<file path="src/rtl/seven_bit_group_packer_unit_macros.svh">
// Assertion macros of the seven-bit group packer, used by the group queue.
`ifndef SEVEN_BIT_GROUP_PACKER_UNIT_MACROS_SVH
`define SEVEN_BIT_GROUP_PACKER_UNIT_MACROS_SVH

// A condition that must hold at every clock edge out of reset.
`define SBGP_ASSERT_ALWAYS(label, clk, rst_n, cond, msg) \
    label: assert property (@(posedge clk) disable iff (!rst_n) (cond)) else $error(msg);

// A consequence that must hold in the cycle after its antecedent.
`define SBGP_ASSERT_NEXT(label, clk, rst_n, ante, cons, msg) \
    label: assert property (@(posedge clk) disable iff (!rst_n) (ante) |=> (cons)) \
        else $error(msg);

`endif

</file>
<file path="src/rtl/sbgp_pkg.sv">
// Shared constants and word types of the seven-bit group packer.
package sbgp_pkg;

    // Group geometry.
    localparam int GROUP_SIZE = 7;
    localparam int LOW_W      = 7;
    localparam int CNT_W      = 3;

    // Group queue between the packer front and the serializer back.
    // The depth must be a power of two so that the pointers wrap naturally.
    localparam int QDEPTH = 2;
    localparam int QPTR_W = $clog2(QDEPTH);
    localparam int QCNT_W = $clog2(QDEPTH + 1);

    // Input operation codes.
    localparam logic OP_DATA  = 1'b0;
    localparam logic OP_FLUSH = 1'b1;

    // Input word.
    typedef struct packed {
        logic       opcode;
        logic [7:0] data_byte;
    } t_in_word;

    // Result word.
    typedef struct packed {
        logic [LOW_W-1:0] out_byte;
        logic             last;
    } t_out_word;

    // One complete group: aligned header, held bytes, and byte count (1 to 7).
    typedef struct packed {
        logic [LOW_W-1:0]                  header;
        logic [GROUP_SIZE-1:0][LOW_W-1:0]  bytes;
        logic [CNT_W-1:0]                  count;
    } t_group;

endpackage

</file>
<file path="src/rtl/sbgp_front.sv">
// Front end: accepts words, collects low bits and top bits, and closes groups.
module sbgp_front import sbgp_pkg::*; (
    input  logic     i_clk,
    input  logic     i_rst_n,
    input  logic     i_valid,
    input  t_in_word i_word,
    output logic     o_grp_valid,
    output t_group   o_grp
);

    logic [LOW_W-1:0] r_held [0:GROUP_SIZE-2];
    logic [LOW_W-1:0] r_top;
    logic [CNT_W-1:0] r_count;
    logic [LOW_W-1:0] n_top;
    logic [CNT_W-1:0] n_count;
    logic [CNT_W-1:0] shamt;
    logic             is_data;
    logic             close_full;
    logic             close_flush;

    assign is_data     = i_valid && (i_word.opcode == OP_DATA);
    assign close_full  = is_data && (r_count == CNT_W'(GROUP_SIZE - 1));
    assign close_flush = i_valid && (i_word.opcode == OP_FLUSH) && (r_count != '0);
    assign shamt       = CNT_W'(GROUP_SIZE) - r_count;

    // Top bits shift in from the right as data words arrive.
    assign n_top = {r_top[LOW_W-2:0], i_word.data_byte[7]};

    // Build the outgoing group; the seventh byte comes straight from the input.
    always_comb begin
        o_grp_valid = close_full || close_flush;
        for (int k = 0; k < GROUP_SIZE - 1; k++) begin
            o_grp.bytes[k] = r_held[k];
        end
        o_grp.bytes[GROUP_SIZE-1] = i_word.data_byte[LOW_W-1:0];
        if (close_full) begin
            o_grp.header = n_top;
            o_grp.count  = CNT_W'(GROUP_SIZE);
        end else begin
            o_grp.header = r_top << shamt;
            o_grp.count  = r_count;
        end
    end

    // Next held count.
    always_comb begin
        n_count = r_count;
        if (close_full || close_flush) begin
            n_count = '0;
        end else if (is_data) begin
            n_count = r_count + CNT_W'(1);
        end
    end

    // Control state.
    always_ff @(posedge i_clk) begin
        if (!i_rst_n) begin
            r_count <= '0;
            r_top   <= '0;
        end else begin
            r_count <= n_count;
            if (close_full || close_flush) begin
                r_top <= '0;
            end else if (is_data) begin
                r_top <= n_top;
            end
        end
    end

    // Held bytes need no reset; only entries below the count are ever read.
    always_ff @(posedge i_clk) begin
        if (is_data && !close_full) begin
            r_held[r_count] <= i_word.data_byte[LOW_W-1:0];
        end
    end

endmodule

</file>
<file path="src/rtl/sbgp_queue.sv">
// Short queue of complete groups between the front end and the serializer.
`include "seven_bit_group_packer_unit_macros.svh"

module sbgp_queue import sbgp_pkg::*; (
    input  logic   i_clk,
    input  logic   i_rst_n,
    input  logic   i_enq,
    input  t_group i_grp,
    output logic   o_full,
    input  logic   i_deq,
    output logic   o_empty,
    output t_group o_grp
);

    t_group              r_mem [0:QDEPTH-1];
    logic [QPTR_W-1:0]   r_wr_ptr;
    logic [QPTR_W-1:0]   r_rd_ptr;
    logic [QCNT_W-1:0]   r_cnt;

    assign o_full  = (r_cnt == QCNT_W'(QDEPTH));
    assign o_empty = (r_cnt == '0);
    assign o_grp   = r_mem[r_rd_ptr];

    // Pointers and fill count.
    always_ff @(posedge i_clk) begin
        if (!i_rst_n) begin
            r_wr_ptr <= '0;
            r_rd_ptr <= '0;
            r_cnt    <= '0;
        end else begin
            if (i_enq) begin
                r_wr_ptr <= r_wr_ptr + QPTR_W'(1);
            end
            if (i_deq) begin
                r_rd_ptr <= r_rd_ptr + QPTR_W'(1);
            end
            if (i_enq && !i_deq) begin
                r_cnt <= r_cnt + QCNT_W'(1);
            end else if (i_deq && !i_enq) begin
                r_cnt <= r_cnt - QCNT_W'(1);
            end
        end
    end

    // Group storage.
    always_ff @(posedge i_clk) begin
        if (i_enq) begin
            r_mem[r_wr_ptr] <= i_grp;
        end
    end

    // The front end must never close a group into a full queue.
    `SBGP_ASSERT_ALWAYS(a_no_enq_full, i_clk, i_rst_n, !(i_enq && o_full), "push while full")
    // The serializer must never take a group that is not there.
    `SBGP_ASSERT_ALWAYS(a_no_deq_empty, i_clk, i_rst_n, !(i_deq && o_empty), "pop while empty")
    // A lone push raises the fill count by one.
    `SBGP_ASSERT_NEXT(a_cnt_up, i_clk, i_rst_n, i_enq && !i_deq, r_cnt == $past(r_cnt) + 2'd1, "no rise")

endmodule

</file>
<file path="src/rtl/sbgp_back.sv">
// Back end: serializes one group per pass into the result output register.
module sbgp_back import sbgp_pkg::*; (
    input  logic      i_clk,
    input  logic      i_rst_n,
    input  logic      i_grp_empty,
    input  t_group    i_grp,
    output logic      o_grp_deq,
    output logic      o_empty,
    input  logic      i_pop,
    output t_out_word o_word
);

    logic              r_valid;
    t_out_word         r_word;
    logic [CNT_W-1:0]  r_idx;
    logic [CNT_W-1:0]  byte_sel;
    logic              load;
    logic              cur_last;
    t_out_word         n_word;

    // A new word enters when a group is waiting and the output register is free or is being taken.
    assign load     = !i_grp_empty && (!r_valid || i_pop);
    assign byte_sel = r_idx - CNT_W'(1);
    assign cur_last = (r_idx != '0) && (r_idx == i_grp.count);

    // Header at index zero, then the held bytes in arrival order.
    always_comb begin
        if (r_idx == '0) begin
            n_word.out_byte = i_grp.header;
        end else begin
            n_word.out_byte = i_grp.bytes[byte_sel];
        end
        n_word.last = cur_last;
    end

    assign o_grp_deq = load && cur_last;
    assign o_empty   = !r_valid;
    assign o_word    = r_word;

    // Index within the current group and output valid.
    always_ff @(posedge i_clk) begin
        if (!i_rst_n) begin
            r_valid <= 1'b0;
            r_idx   <= '0;
        end else begin
            if (load) begin
                r_valid <= 1'b1;
                r_idx   <= cur_last ? '0 : r_idx + CNT_W'(1);
            end else if (i_pop) begin
                r_valid <= 1'b0;
            end
        end
    end

    // Output payload.
    always_ff @(posedge i_clk) begin
        if (load) begin
            r_word <= n_word;
        end
    end

endmodule

</file>
<file path="src/rtl/seven_bit_group_packer_unit.sv">
// Top level of the seven-bit group packer: front end, group queue, serializer.
//
//   Channel  | Handshake        | Word             | Fields
//   ---------+------------------+------------------+--------------------------
//   input    | push / full      | i_in_word        | opcode, data_byte
//   result   | pop / empty      | o_out_word       | out_byte, last
//
// An input word is taken whenever the group queue (two groups) has room.
// A closed group is written into the group queue, and its header is then loaded into the
// output register for the result port once that register is free.
// The serializer sends one result word per cycle while results are popped and groups wait;
// a full group of seven data words gives eight result words, header first.
// Reset clears the held count, top bits, queue pointers and output valid; held bytes
// need no clearing. Either side may stall at any time without losing words.
module seven_bit_group_packer_unit import sbgp_pkg::*; (
    input  logic      i_clk,
    input  logic      i_rst_n,
    input  logic      push,
    output logic      full,
    input  t_in_word  i_in_word,
    output logic      empty,
    input  logic      pop,
    output t_out_word o_out_word
);

    logic   accept;
    logic   grp_valid;
    t_group grp_in;
    t_group grp_out;
    logic   q_full;
    logic   q_empty;
    logic   q_deq;
    logic   res_empty;

    assign full   = q_full;
    assign empty  = res_empty;
    assign accept = push && !q_full;

    // Word collection and group closing.
    sbgp_front u_front (
        .i_clk       (i_clk),
        .i_rst_n     (i_rst_n),
        .i_valid     (accept),
        .i_word      (i_in_word),
        .o_grp_valid (grp_valid),
        .o_grp       (grp_in)
    );

    // Closed groups waiting for the serializer.
    sbgp_queue u_queue (
        .i_clk   (i_clk),
        .i_rst_n (i_rst_n),
        .i_enq   (grp_valid),
        .i_grp   (grp_in),
        .o_full  (q_full),
        .i_deq   (q_deq),
        .o_empty (q_empty),
        .o_grp   (grp_out)
    );

    // One result word per cycle while results are popped and groups wait.
    sbgp_back u_back (
        .i_clk       (i_clk),
        .i_rst_n     (i_rst_n),
        .i_grp_empty (q_empty),
        .i_grp       (grp_out),
        .o_grp_deq   (q_deq),
        .o_empty     (res_empty),
        .i_pop       (pop && !res_empty),
        .o_word      (o_out_word)
    );

endmodule
</file>
<file path="config.mk">
export PLATFORM = sky130hd
export DESIGN_NAME = seven_bit_group_packer_unit
export DESIGN_NICKNAME = d
export VERILOG_FILES = /design/src/rtl/sbgp_pkg.sv /design/src/rtl/sbgp_front.sv /design/src/rtl/sbgp_queue.sv /design/src/rtl/sbgp_back.sv /design/src/rtl/seven_bit_group_packer_unit.sv
export VERILOG_INCLUDE_DIRS = /design/src /design/src/rtl
export SDC_FILE = /design/constraint.sdc
export NUM_CORES = 1
export LEC_CHECK = 0
export BUFFER_PORTS_ARGS = -buffer_cell sky130_fd_sc_hd__buf_2
export CAP_MARGIN = 20
export CORE_UTILIZATION = 61
export DETAILED_ROUTE_END_ITERATION = 10
export PLACE_DENSITY_LB_ADDON = 0.2
export SETUP_SLACK_MARGIN = 0.4
export SLEW_MARGIN = 10
export SYNTH_ARGS = -nofsm -noshare
export SYNTH_HDL_FRONTEND = slang
export SYNTH_SLANG_ARGS = --single-unit
</file>
<file path="constraint.sdc">
create_clock -name i_clk -period 5.1 [get_ports i_clk]
set_input_delay 0.255 -clock i_clk [delete_from_list [all_inputs] [get_ports i_clk]]
set_output_delay 0.255 -clock i_clk [all_outputs]
set_load 0.03 [all_outputs]
</file>
# Yosys cells after proc, flatten, opt, wreduce, memory -nomap -nowiden
# Memory sizes are Yosys's and may differ from the RTL's. A register that Yosys moved wholly into a read port is not among the register bits.
# Cells that the tools add are included.
# totals
memories	2
in_bits	13
register_bits	26
ram_bits	160
word_cells	69
# memory_table
name	depth	width	read_ports	rd_ports_with_merged_regs	wr	line	source
u_queue.r_mem	2	59	1	1	1	sbgp_queue.sv:15	t_group r_mem [0:QDEPTH-1];
u_front.r_held	6	7	6	0	1	sbgp_front.sv:11	logic [LOW_W-1:0] r_held [0:GROUP_SIZE-2];
# op_classes
order_cmp	1
n_bitwise	2
addsub	8
n_reduce_logical	27
shift	1
n_mux	16
eq_ne	3
# op_table
cell	n
$bmux W7 S3	1
$mux W7	3
$logic_and A1 B1 Y1	12
$mux W1	8
$shl A7 B3 Y7	1
$add A3 B1 Y3 const B	2
$logic_not A1 Y1	6
$mux W3	2
$reduce_bool A3 Y1	2
$lt A3 B4 Y1 const B	1
$mux W2	2
$reduce_bool A2 Y1	2
$eq A3 B3 Y1	1
$eq A3 B3 Y1 const B	1
$logic_not A3 Y1	1
$sub A3 B1 Y3 const B	1
$sub A3 B3 Y3 const A	1
$add A1 B1 Y1 const B	2
$add A2 B1 Y2 const B	1
$eq A2 B2 Y1 const B	1
$logic_not A2 Y1	1
$logic_or A1 B1 Y1	2
$not A1 Y1	2
$reduce_or A2 Y1	1
$sub A2 B1 Y2 const B	1

# Depth between registers and ports, before layout
# Gate-level depths: netlist (run 1).
# depth
ltp_word	10
depth_mapped	11
depth_no_buf	10

# Modules after synthesis
# Synthesis (run 1) repeated with hierarchy kept, for this count alone.
# hier_totals
cells_unflattened	485
area_unflattened_um2	7757.4
# by_module_without_submodules
mod	area_per_inst_um2	instances	seq_area_each_um2	cells_each
sbgp_queue	4519.3	1	3643.5	206
sbgp_front	2137.0	1	1461.4	160
sbgp_back	1073.5	1	320.3	117
seven_bit_group_packer_unit	27.5	1	0.0	2

# Worst setup path after synthesis (run 1)
# No wires, ideal clock.
# synth_timing
path_type	reg2reg
startpoint	register u_front.r_count[0]
endpoint	memory u_queue.r_mem[0][0] (netlist name) (enable)
t_required_ps	4624
n_path_buf	1
setup_ps	476
path_slack_ps	873
synth_period_minus_slack_ps	4227
path_stages_with_launch	7
t_arrival_ps	3751
path_cell_list	dfxtp_1 > clkbuf_1 > inv_1 > ha_1 > nand2b_1 > a21o_1 > nor2_1
# synth_via
elab_chain_cells	5
elab_cells_between_ends	7
cone_classes	eq/ne (1); mux (2); reduce/logical (4)
# synth_lines
item	line	source
start: declaration	sbgp_front.sv:13	logic [CNT_W-1:0] r_count;
start signal: assignment	sbgp_front.sv:61	r_count <= n_count;
$eq A3 B3 Y1 or $reduce_bool A3 Y1 (tied branches)	sbgp_front.sv:22, sbgp_front.sv:23	
$logic_and A1 B1 Y1 (on tied branches)	sbgp_front.sv:22, sbgp_front.sv:23	
$logic_or A1 B1 Y1 (*)	sbgp_front.sv:31	o_grp_valid = close_full || close_flush;
$mux W1 (*)	sbgp_queue.sv:47	if (i_enq) begin
$mux W1 (not written as such) (*)	sbgp_queue.sv:48	r_mem[r_wr_ptr] <= i_grp;
end: declaration	sbgp_queue.sv:15	
# Every way passes the cells marked *; elsewhere a longest branch is shown, timed or not.

# Worst setup path in the final report (run 1)
# layout_timing
startpoint	register u_front.r_count[0]
endpoint	memory u_queue.r_mem[1][39] (netlist name) (enable)
# layout_via
elab_chain_cells	5
elab_cells_between_ends	7
cone_classes	eq/ne (1); mux (2); reduce/logical (4)
# layout_lines
item	line	source
$eq A3 B3 Y1 or $reduce_bool A3 Y1 (tied branches)	sbgp_front.sv:22, sbgp_front.sv:23	
$logic_and A1 B1 Y1 (on tied branches)	sbgp_front.sv:22, sbgp_front.sv:23	
$logic_or A1 B1 Y1 (*)	sbgp_front.sv:31	
named net grp_valid	seven_bit_group_packer_unit.sv:27	logic grp_valid;
$mux W1 (*)	sbgp_queue.sv:47	
$mux W1 (not written as such) (*)	sbgp_queue.sv:48	
# The timed path passes the listed nets; every way through them passes the cells marked *.

==> impl_metrics.toml, run 1 <==
[status]
status = "complete, no violations"

[drt]
ant_nets = 0
wl_per_cell_um = 20.56
drc = 0
vias = 3807
via_per_inst = 5.930
drtPass1Iterations = 6
drtIter0Drc = 342
wirelength_um = 13200

[clock_tree]
postCtsSetupBuffers = 0
hold_buffers = 0
cts_buffers = 17
cts_resized = 0
cts_max_level = 4
cts_tree = "built"
clk_path_buf_depth = 2
cts.sinks = 187
clk_latency_ns = 0.42
path_clk_slew_ns = 0.07
root_buffer = "clkbuf_16"

[worst_setup_path]
cp-end-kind = "register"
cp_max_fo = 41
worstPathCellList = "inv_1 -> ha_1 -> nand2b_1 -> a21o_1 -> inv_1 -> and2_2 -> buf_4"
timing.rr.start = "u_front.r_count[0]$_SDFFE_PP0P_"
cpPeakStageDelay_ns = 0.85
rrSetupSlack_ns = 1.81
crit_buf_inv = 3
cp_data_arrival_time_ns = 3.41
required_ns = 5.22
r2r_end = "u_queue.r_mem[1][39]$_DFFE_PP_"
critical_path_class = "reg2reg"
slowest_stage = "and2_2"
cpMostUsedCell = "inv_1"
critPathLaunchType = "register"
reg2regPathDepth = 7
crit_family = "simple AND/OR/NAND/NOR gates"

[yosys]
synth_simple_gate_area_share_pct = 6.656
yosys.area.top_type = "edfxtp_1"
synth_xor_area_share_pct = 1.311
synth_edf_count = 168
synth_area_leaders = "edfxtp_1, mux2i_1, dfxtp_1"
synth_area_um2 = 7350
synthMuxAreaShare_pct = 9.312
async_reset_ff_share_pct = 0
yosys_most_used_dff = "edfxtp_1"
avgSynthCellArea_um2 = 16.01
synth.distinct_cells = 47
yosysWarnings = 0
synth_top_family_by_area = "multiplexers"
yosys.area_share.adder_pct = 1.192
synth_nets = 479
synth_compound_gate_area_share_pct = 5.584
synth_top_area_share_pct = 68.64
yosysSeqAreaShare_pct = 73.82
yosys_register_bits = 187
synth_cells = 459

[layout]
diodes = 0
multi_input_area_um2 = 1777
final_layout_size_suffix_gt1_share_pct = 16.43
final_area_um2 = 8147
ff_latch_area_um2 = 5426
area_delta_synth_final_pct = 10.84
final_nets = 506
n_fill_cell = 723

[timing]
setup_viol = 0
fin_worst_skew_ns = 0.007309
finalCritPeriodShare_pct = 64.56
slew_violations = 0
setup_tns_ns = 0
max_freq_mhz = 303.7
hold_viol = 0
fin_crit_ns = 3.292
slew_headroom_pct = 29.28
timing_worst_slew_pin_value_ns = 1.061
grt_setup_unrepaired = "no"

[floorplan]
die_h_um = 111.8
initial_core_util_pct = 63.55
row_count = 39
dieArea_um2 = 12490
ios = 23
coreArea_um2 = 11560
die_w_um = 111.8

[global_route]
grt_util_all_layers_pct = 22.97
antenna_found_initial = 0
grt_max_degree = 60
grt_pass1_vias = 3848
grt-ovfl-total = 0
grt_pass1_wl_um = 20890

[worst_hold_path]
whs_path_depth = 3
min_from = "i_in_word[7]"
min_to = "u_front.r_top[0]$_SDFFE_PP0P_"
hp-class = "in2reg"

[run]
drv_cap = 0

[power_and_ir_drop]
powerDensity_nw_per_um2 = 378.2
ir_drop_uv = 270.3
p_leak_nw = 2.629

[placement]
place.gp.congestion = 0.8376
placed_area_um2 = 7594
hpwl_um = 8397
place.port_buffers = 22
==> power by group <==
group	total [W]	switching [W]	internal, W	leakage, nW
Clock	0.00122	0.000547	0.000671	0.268
Combinational	0.000156	0.000103	0.0000528	0.664
Sequential	0.00171	0.0000194	0.00169	1.70
==> how the worst max path moves through the flow <==
stage | start | end | slack, ns | depth (start not counted)
after global placement | u_front.r_count[0]$_SDFFE_PP0P_ | u_queue.r_mem[1][38]$_DFFE_PP_ | 1.90 | 7
after detailed placement | u_front.r_count[0]$_SDFFE_PP0P_ | u_queue.r_mem[1][38]$_DFFE_PP_ | 1.85 | 7
after floorplan | u_front.r_count[0]$_SDFFE_PP0P_ | u_queue.r_mem[0][0]$_DFFE_PP_ | 0.87 | 6
final | u_front.r_count[0]$_SDFFE_PP0P_ | u_queue.r_mem[1][39]$_DFFE_PP_ | 1.81 | 7
after CTS | u_front.r_count[0]$_SDFFE_PP0P_ | u_queue.r_mem[1][38]$_DFFE_PP_ | 1.82 | 7
after global routing | u_front.r_count[0]$_SDFFE_PP0P_ | u_queue.r_mem[1][39]$_DFFE_PP_ | 1.57 | 7
==> cell type report <==
type                       instances  area share (%)
clock buffer                      17           5.222
clock inverter                    15           1.567
inverter                           9          0.4147
multi-input combinational        240           21.81
sequential                       187           66.61
tap                              143           2.196
timing repair buffer              31           2.181
==> metrics by stage <==
| stage | utilization (%) | cells | total power (W) | hold WS, ns | worst slack [ns] |
|---|---|---|---|---|---|
| after floorplan | - | 459 | 0.001840 | 0.3539 | 0.8730 |
| after global placement | 65.66 | 610 | 0.001891 | 0.4224 | 1.903 |
| after detailed placement | 65.66 | 610 | 0.001897 | 0.4321 | 1.852 |
| after CTS | 70.44 | 642 | 0.003101 | 0.07812 | 1.823 |
| after global routing | 70.44 | 642 | 0.003172 | 0.1033 | 1.568 |
| final | 70.44 | 642 | 0.003081 | 0.09592 | 1.808 |
==> registers in the layout (all words and copies together) (netlist names), named ones only <==
name / count
u_queue.r_mem: 118
u_back.o_word: 8
u_back.r_valid: 1
u_front.r_held: 42
u_queue.r_cnt: 2
u_back.r_idx: 3
u_queue.r_wr_ptr: 1
u_queue.r_rd_ptr: 1
u_front.r_count: 3
u_front.r_top: 7
==> cells in the final DEF, fill, tap and decap left out, types with 2 or more instances in the layout <==
master        n
mux4_1        2
buf_2        22
inv_1         9
and3_1        3
xnor2_1       7
edfxtp_1    168
a221oi_1      2
nor3_1       11
clkinv_1      3
or2_2         2
clkinvlp_4    2
o21ai_0      15
mux2i_1      44
inv_6         2
dfxtp_1      18
clkinv_4      2
nand2b_1      5
o22ai_1      16
nor2b_1       3
mux2_2        7
nor2_1       20
mux4_2        5
xor2_1        4
clkinv_2      4
a21oi_1      12
buf_4         9
ha_1          7
a21boi_0      2
a221o_1       7
nand2_1      42
a31oi_1       2
clkbuf_16    17
nand3_1       3
==> cells by family after synthesis <==
logic type / Yosys count
xor+xnor: 11
fa+ha+maj: 7
compound gates: 63
flops: 187
simple gates: 101
buf+inv: 32
mux: 58
==> worst min-delay path: stages <==
cell and delay, ns:
buf_2 0.11, nand2_1 0.05, a21oi_1 0.05
==> metal layers <==
metal	GRT usage (%)	up-vias	routed length (um)
met1	31.12	1879	5876
li1	-	1808	-
met4	8.919	0	193
met2	37.23	106	6538
met5	0	-	0
met3	4.464	14	589
==> cell usage after synthesis (2+ instances only) <==
cell type / number
clkbuf_1: 14
a21boi_0: 2
inv_1: 9
or2_2: 2
nand2_1: 42
o22ai_1: 16
o21ai_0: 15
nor2_1: 21
xor2_1: 4
a31oi_1: 2
mux2_2: 7
and2_1: 2
buf_4: 3
buf_6: 3
and3_1: 3
a221o_1: 7
edfxtp_1: 168
a21oi_1: 12
xnor2_1: 7
buf_2: 2
mux4_2: 5
mux4_1: 2
nor3_1: 11
mux2i_1: 44
nand3_1: 3
nand2b_1: 5
a221oi_1: 2
dfxtp_1: 19
ha_1: 7
nor2b_1: 3
Note: power is estimated with default switching activity, not from simulation.
==> inputs of run 2 (changes only) <==
ABC_AREA = 1   (was default)
clock period = 3.04 ns   (was 5.1 ns; I/O delays follow)
==> run 2 against run 1 <==
Effect of this change: the run now ends with DRC left; non-clock buffer count increased by 8; via count increased by 20%; first-iteration DRC count rose by 7.6%; clock-buffer cell count increased by 3; design area grew 0.94%; largest cell class unchanged; die area increased by 0.25%; combinational power rose by 110%; routed wire length grew 6.6%; register-to-register slack got worse by 1.1 ns; setup slack lost 1.1 ns.
==> impl_metrics.toml, run 2 <==
[clock_tree]
cts_max_level = 4
cts_buffers = 17
postCtsSetupBuffers = 0
root_buffer = "clkbuf_16"
path_clk_slew_ns = 0.06
hold_buffers = 0
clk_path_buf_depth = 2
cts.sinks = 187
cts_tree = "built"
cts_resized = 0
clk_latency_ns = 0.43

[run]
drv_cap = 0

[drt]
ant_nets = 0
wirelength_um = 14070
vias = 4559
drtIter0Drc = 368
drc = 1
drtPass1Iterations = 8
wl_per_cell_um = 17.57
via_per_inst = 5.692

[yosys]
synth_top_area_share_pct = 68.47
avgSynthCellArea_um2 = 12.02
synth_area_um2 = 7368
yosys_register_bits = 187
async_reset_ff_share_pct = 0
yosysWarnings = 0
synth.distinct_cells = 31
yosys.area.top_type = "edfxtp_1"
synth_edf_count = 168
yosys_most_used_dff = "edfxtp_1"
synthTopCellsByCount = "edfxtp_1, nand2_1, nand3_1"
synth_area_leaders = "edfxtp_1, nand2_1, dfxtp_1"
yosysSeqAreaShare_pct = 73.63
yosysMostFrequentCell = "edfxtp_1"
synth_cells = 613
synth_nets = 633

[timing]
hold_viol = 0
whs_ns = 0.03018
grt_setup_unrepaired = "no"
setup_viol = 0
slew_headroom_pct = 43.40
fin_crit_ns = 2.329
slew_violations = 0
finalCritPeriodShare_pct = 76.61
setup_tns_ns = 0
timing_worst_slew_pin_value_ns = 0.8459
fin_worst_skew_ns = 0.005103
max_freq_mhz = 429.4

[floorplan]
coreArea_um2 = 11610
die_h_um = 111.9
row_count = 39
dieArea_um2 = 12520
initial_core_util_pct = 63.45
ios = 23
die_w_um = 111.9

[global_route]
grt_util_met3_pct = 5.171
use_met1_pct = 32.23
grt-ovfl-total = 0
grt_util_all_layers_pct = 24.54
grt_busiest_layer = "met2"
grt_pass1_vias = 4525
grt_max_degree = 61
antenna_found_initial = 0
grt_use_met2_pct = 39.25
grt_pass1_wl_um = 22640

[layout]
final_layout_size_suffix_gt1_share_pct = 12.31
final_nets = 666
final_core_util_pct = 70.80
regMostFlops = "u_queue.r_mem"
diodes = 0
final_cell_mix = "edfxtp_1, nand2_1, nand3_1"
final_cells = 801
n_fill_cell = 791
largest_reg_flops = 118
layout_commonest_cell = "edfxtp_1"
area_delta_synth_final_pct = 11.60

[power_and_ir_drop]
powerDensity_nw_per_um2 = 627.4
ir_drop_uv = 499.3
power_w = 0.005159
p_leak_nw = 2.936

[status]
status = "finished with violations"
violations = "DRC"

[placement]
placed_cells = 770
place.port_buffers = 22
place.gp.congestion = 0.8710
hpwl_um = 8835

[worst_setup_path]
critical_path_class = "reg2reg"
cp_data_arrival_time_ns = 2.64
cp_max_fo = 26
required_ns = 3.35
cp-end-kind = "register"
critPathLaunchType = "register"

[worst_hold_path]
hp-class = "in2reg"
## run 2: cell families (layout without fill, tap and decap cells)
| group | after synthesis | count (layout) | synth area share (%) |
|---|---|---|---|
| XOR/XNOR | 3 | 3 | 0.4586 |
| buffers and inverters | 56 | 101 | 3.396 |
| flip-flops | 187 | 187 | 73.63 |
| AO/OA/AOI/OAI | 79 | 79 | 5.621 |
| AND/OR/NAND/NOR | 281 | 281 | 15.71 |
| adder cells (fa/ha/maj) | 7 | 7 | 1.189 |
## run 2: cell type report
cell class	instances	area [um2]	share of cell area, %
inverter	31	116.4	1.415
timing repair buffer	39	262.8	3.195
sequential	187	5426	65.99
tap	143	178.9	2.176
clock buffer	20	436.7	5.310
multi-input combinational	370	1708	20.77
clock inverter	11	93.84	1.141
## run 2: worst paths after layout
kind | slack, ns | from | depth (start not counted) | to
hold / removal | 0.03 | i_rst_n | 2 | u_back.r_valid$_SDFFE_PN0P_
setup reg to reg | 0.71 | register | 12 | u_queue.r_cnt[1]$_SDFFE_PN0P_
setup / recovery | 0.71 | register | 12 | u_queue.r_cnt[1]$_SDFFE_PN0P_
hold reg to reg | 0.44 | u_front.r_held[1][4]$_DFFE_PP_ | 0 | u_queue.r_mem[0][14]$_DFFE_PP_
## run 2: worst max-delay path: stages, from the launching register on
cell and delay, ns:
dfxtp_2 0.68, inv_2 0.13, nand2_1 0.14, nand2_1 0.09, nand2_1 0.06, nand2_1 0.08, nor2_2 0.13, nand3_2 0.12
ha_1 0.33, a21oi_1 0.12, o21ai_0 0.11, o21ai_0 0.16, a21oi_1 0.06
## run 2: report_power, final
group / internal, W / switching, W / leakage, nW
clock: 0.00112 / 0.000874 / 0.266
combinational: 0.0000970 / 0.000228 / 0.994
sequential: 0.00282 / 0.0000166 / 1.68
total: 0.00404 / 0.00112 / 2.94
## run 2: metal layers
layer / up-vias / wire [um]
li1: 2204 / -
met1: 2194 / 5909
met2: 134 / 6950
met3: 27 / 860
met4: 0 / 354
met5: - / 0
## run 2: metrics by stage
step | instance area (um2) | worst slack [ns]
5_1_grt | 8223 | 0.5023
6_report | 8223 | 0.7109
3_5_place_dp | 7692 | 0.7829
2_1_floorplan | 7383 | 0.5253
4_1_cts | 8223 | 0.7420
3_3_place_gp | 7692 | 0.8482
==> inputs of run 3 (changes only) <==
clock period = 2.24 ns   (was 3.04 ns; I/O delays follow)
==> run 3 against run 2 <==
Effect of this change: the run still ends with DRC left; utilization is 3.4 points higher; clock skew is 0.012 ns higher; worst hold slack better by 0.0039 ns; largest power group unchanged; highest routed layer unchanged.
==> impl_metrics.toml, run 3 (synthesized netlist as in run 2, its figures left out) <==
[layout]
final_layout_size_suffix_gt1_share_pct = 17.58
diodes = 0
n_fill_cell = 754
regMostFlops = "u_queue.r_mem"
final_core_util_pct = 74.19
largest_reg_flops = 118
area_delta_synth_final_pct = 16.93
layout_commonest_cell = "edfxtp_1"
final_nets = 687
final_area_um2 = 8616
final_cell_mix = "edfxtp_1, nand2_1, nand3_1"

[drt]
drtIter0Drc = 444
wl_per_cell_um = 18.80
ant_nets = 0
wirelength_um = 15410
drc = 1
via_per_inst = 5.733
vias = 4701
drtPass1Iterations = 8

[timing]
slew_headroom_pct = 71.74
timing_worst_slew_pin_value_ns = 0.4239
hold_viol = 0
setup_tns_ns = 0
setup_viol = 0
finalCritPeriodShare_pct = 80.44
slew_violations = 0
max_freq_mhz = 555.0
grt_setup_unrepaired = "yes"
fin_worst_skew_ns = 0.01726
fin_crit_ns = 1.802

[floorplan]
row_count = 39
coreArea_um2 = 11610
die_h_um = 111.9
initial_core_util_pct = 63.45
die_w_um = 111.9
dieArea_um2 = 12520
ios = 23

[global_route]
grt-ovfl-total = 0
grt_pass1_wl_um = 23990
antenna_found_initial = 0
grt_util_all_layers_pct = 26.52
grt_max_degree = 57
grt_pass1_vias = 4558

[worst_setup_path]
critPathLaunchType = "register"
required_ns = 2.41
cp_max_fo = 8
critical_path_class = "reg2reg"
cp-end-kind = "register"
cp_data_arrival_time_ns = 1.97
reg2regPathDepth = 7

[run]
drv_cap = 0

[placement]
placed_area_um2 = 7771
place.port_buffers = 22
hpwl_um = 9272
place.gp.congestion = 0.8661

[clock_tree]
cts_buffers = 17
cts_tree = "built"
cts.sinks = 187
root_buffer = "clkbuf_16"
clk_path_buf_depth = 2
clk_latency_ns = 0.43
path_clk_slew_ns = 0.06
cts_max_level = 4

[power_and_ir_drop]
powerDensity_nw_per_um2 = 833.2
ir_drop_uv = 536.1
p_leak_nw = 3.078

[worst_hold_path]
hp-class = "in2reg"
whs_path_depth = 3

[status]
status = "finished with violations"
violations = "DRC"
[run 3: cell types whose count changed in the layout (fill, tap and decap cells not counted), moves of 5 or more]
cell           previous run  this run
dlygate4sd3_1             0         7
nand2_2                   1         7
buf_4                    15        22
dfxtp_4                   0         5
nand2_1                 151       144
dfxtp_1                  18        13
[run 3: area by class of cell]
class	count	area, um2	share of cell area, %
repair buffers	60	503.0	5.838
well taps	143	178.9	2.077
clock buffers	18	429.2	4.981
clock inverters	11	122.6	1.423
inverters	31	135.1	1.568
multi-input cells	370	1802	20.91
flip-flops and latches	187	5445	63.20
[run 3: worst paths after layout]
path	start	end	slack, ns
setup / recovery	u_back.r_idx[1]$_SDFFE_PN0N_	u_back.o_word[3]$_DFFE_PN_	0.44
hold / removal	pop	u_back.r_valid$_SDFFE_PN0P_	0.03
setup reg to reg	u_back.r_idx[1]$_SDFFE_PN0N_	u_back.o_word[3]$_DFFE_PN_	0.44
hold reg to reg	u_front.r_held[5][5]$_DFFE_PP_	u_queue.r_mem[1][43]$_DFFE_PP_	0.44
[run 3: what timing repair did]
action,4_1_cts,5_1_grt
resized for setup,16,16
hold buffers,7,0
hold endpoints to repair,47,0
pin swaps,1,3
setup endpoints to repair,126,141
gates cloned,1,1
setup buffers,1,6
[run 3: layer usage]
| metal | vias to the layer above | track usage (%) | routed length, um |
|---|---|---|---|
| li1 | 2244 | - | - |
| met1 | 2265 | 34.80 | 6270 |
| met2 | 171 | 43.31 | 7944 |
| met3 | 21 | 5.770 | 924 |
| met4 | 0 | 11.08 | 274 |
| met5 | - | 0 | 0 |
[run 3: critical path, cell delays in order (launching register included)]
cell        delay [ns]
dfxtp_2           0.36
inv_1             0.11
ha_4              0.34
clkinvlp_4        0.24
nand3_2           0.15
nand3_1           0.12
nand3_1           0.14
nand2_1           0.08
[run 3: stage by stage]
step	total power, W	cells	setup slack, ns	hold slack [ns]
finish	0.007179	820	0.4381	0.03405
global placement	0.004368	775	0.3064	0.4073
global route	0.007408	820	0.3688	0.03409
floorplan	0.004211	613	0.001126	0.2109
detailed placement	0.004382	775	0.2719	0.4139
CTS	0.007186	813	0.3982	0.01373
[run 3: power by group]
part           internal [W]  total [W]  switching, W
clock network       0.00163    0.00282       0.00120
registers           0.00383    0.00386     0.0000264
logic              0.000167   0.000501      0.000334
total               0.00562    0.00718       0.00156
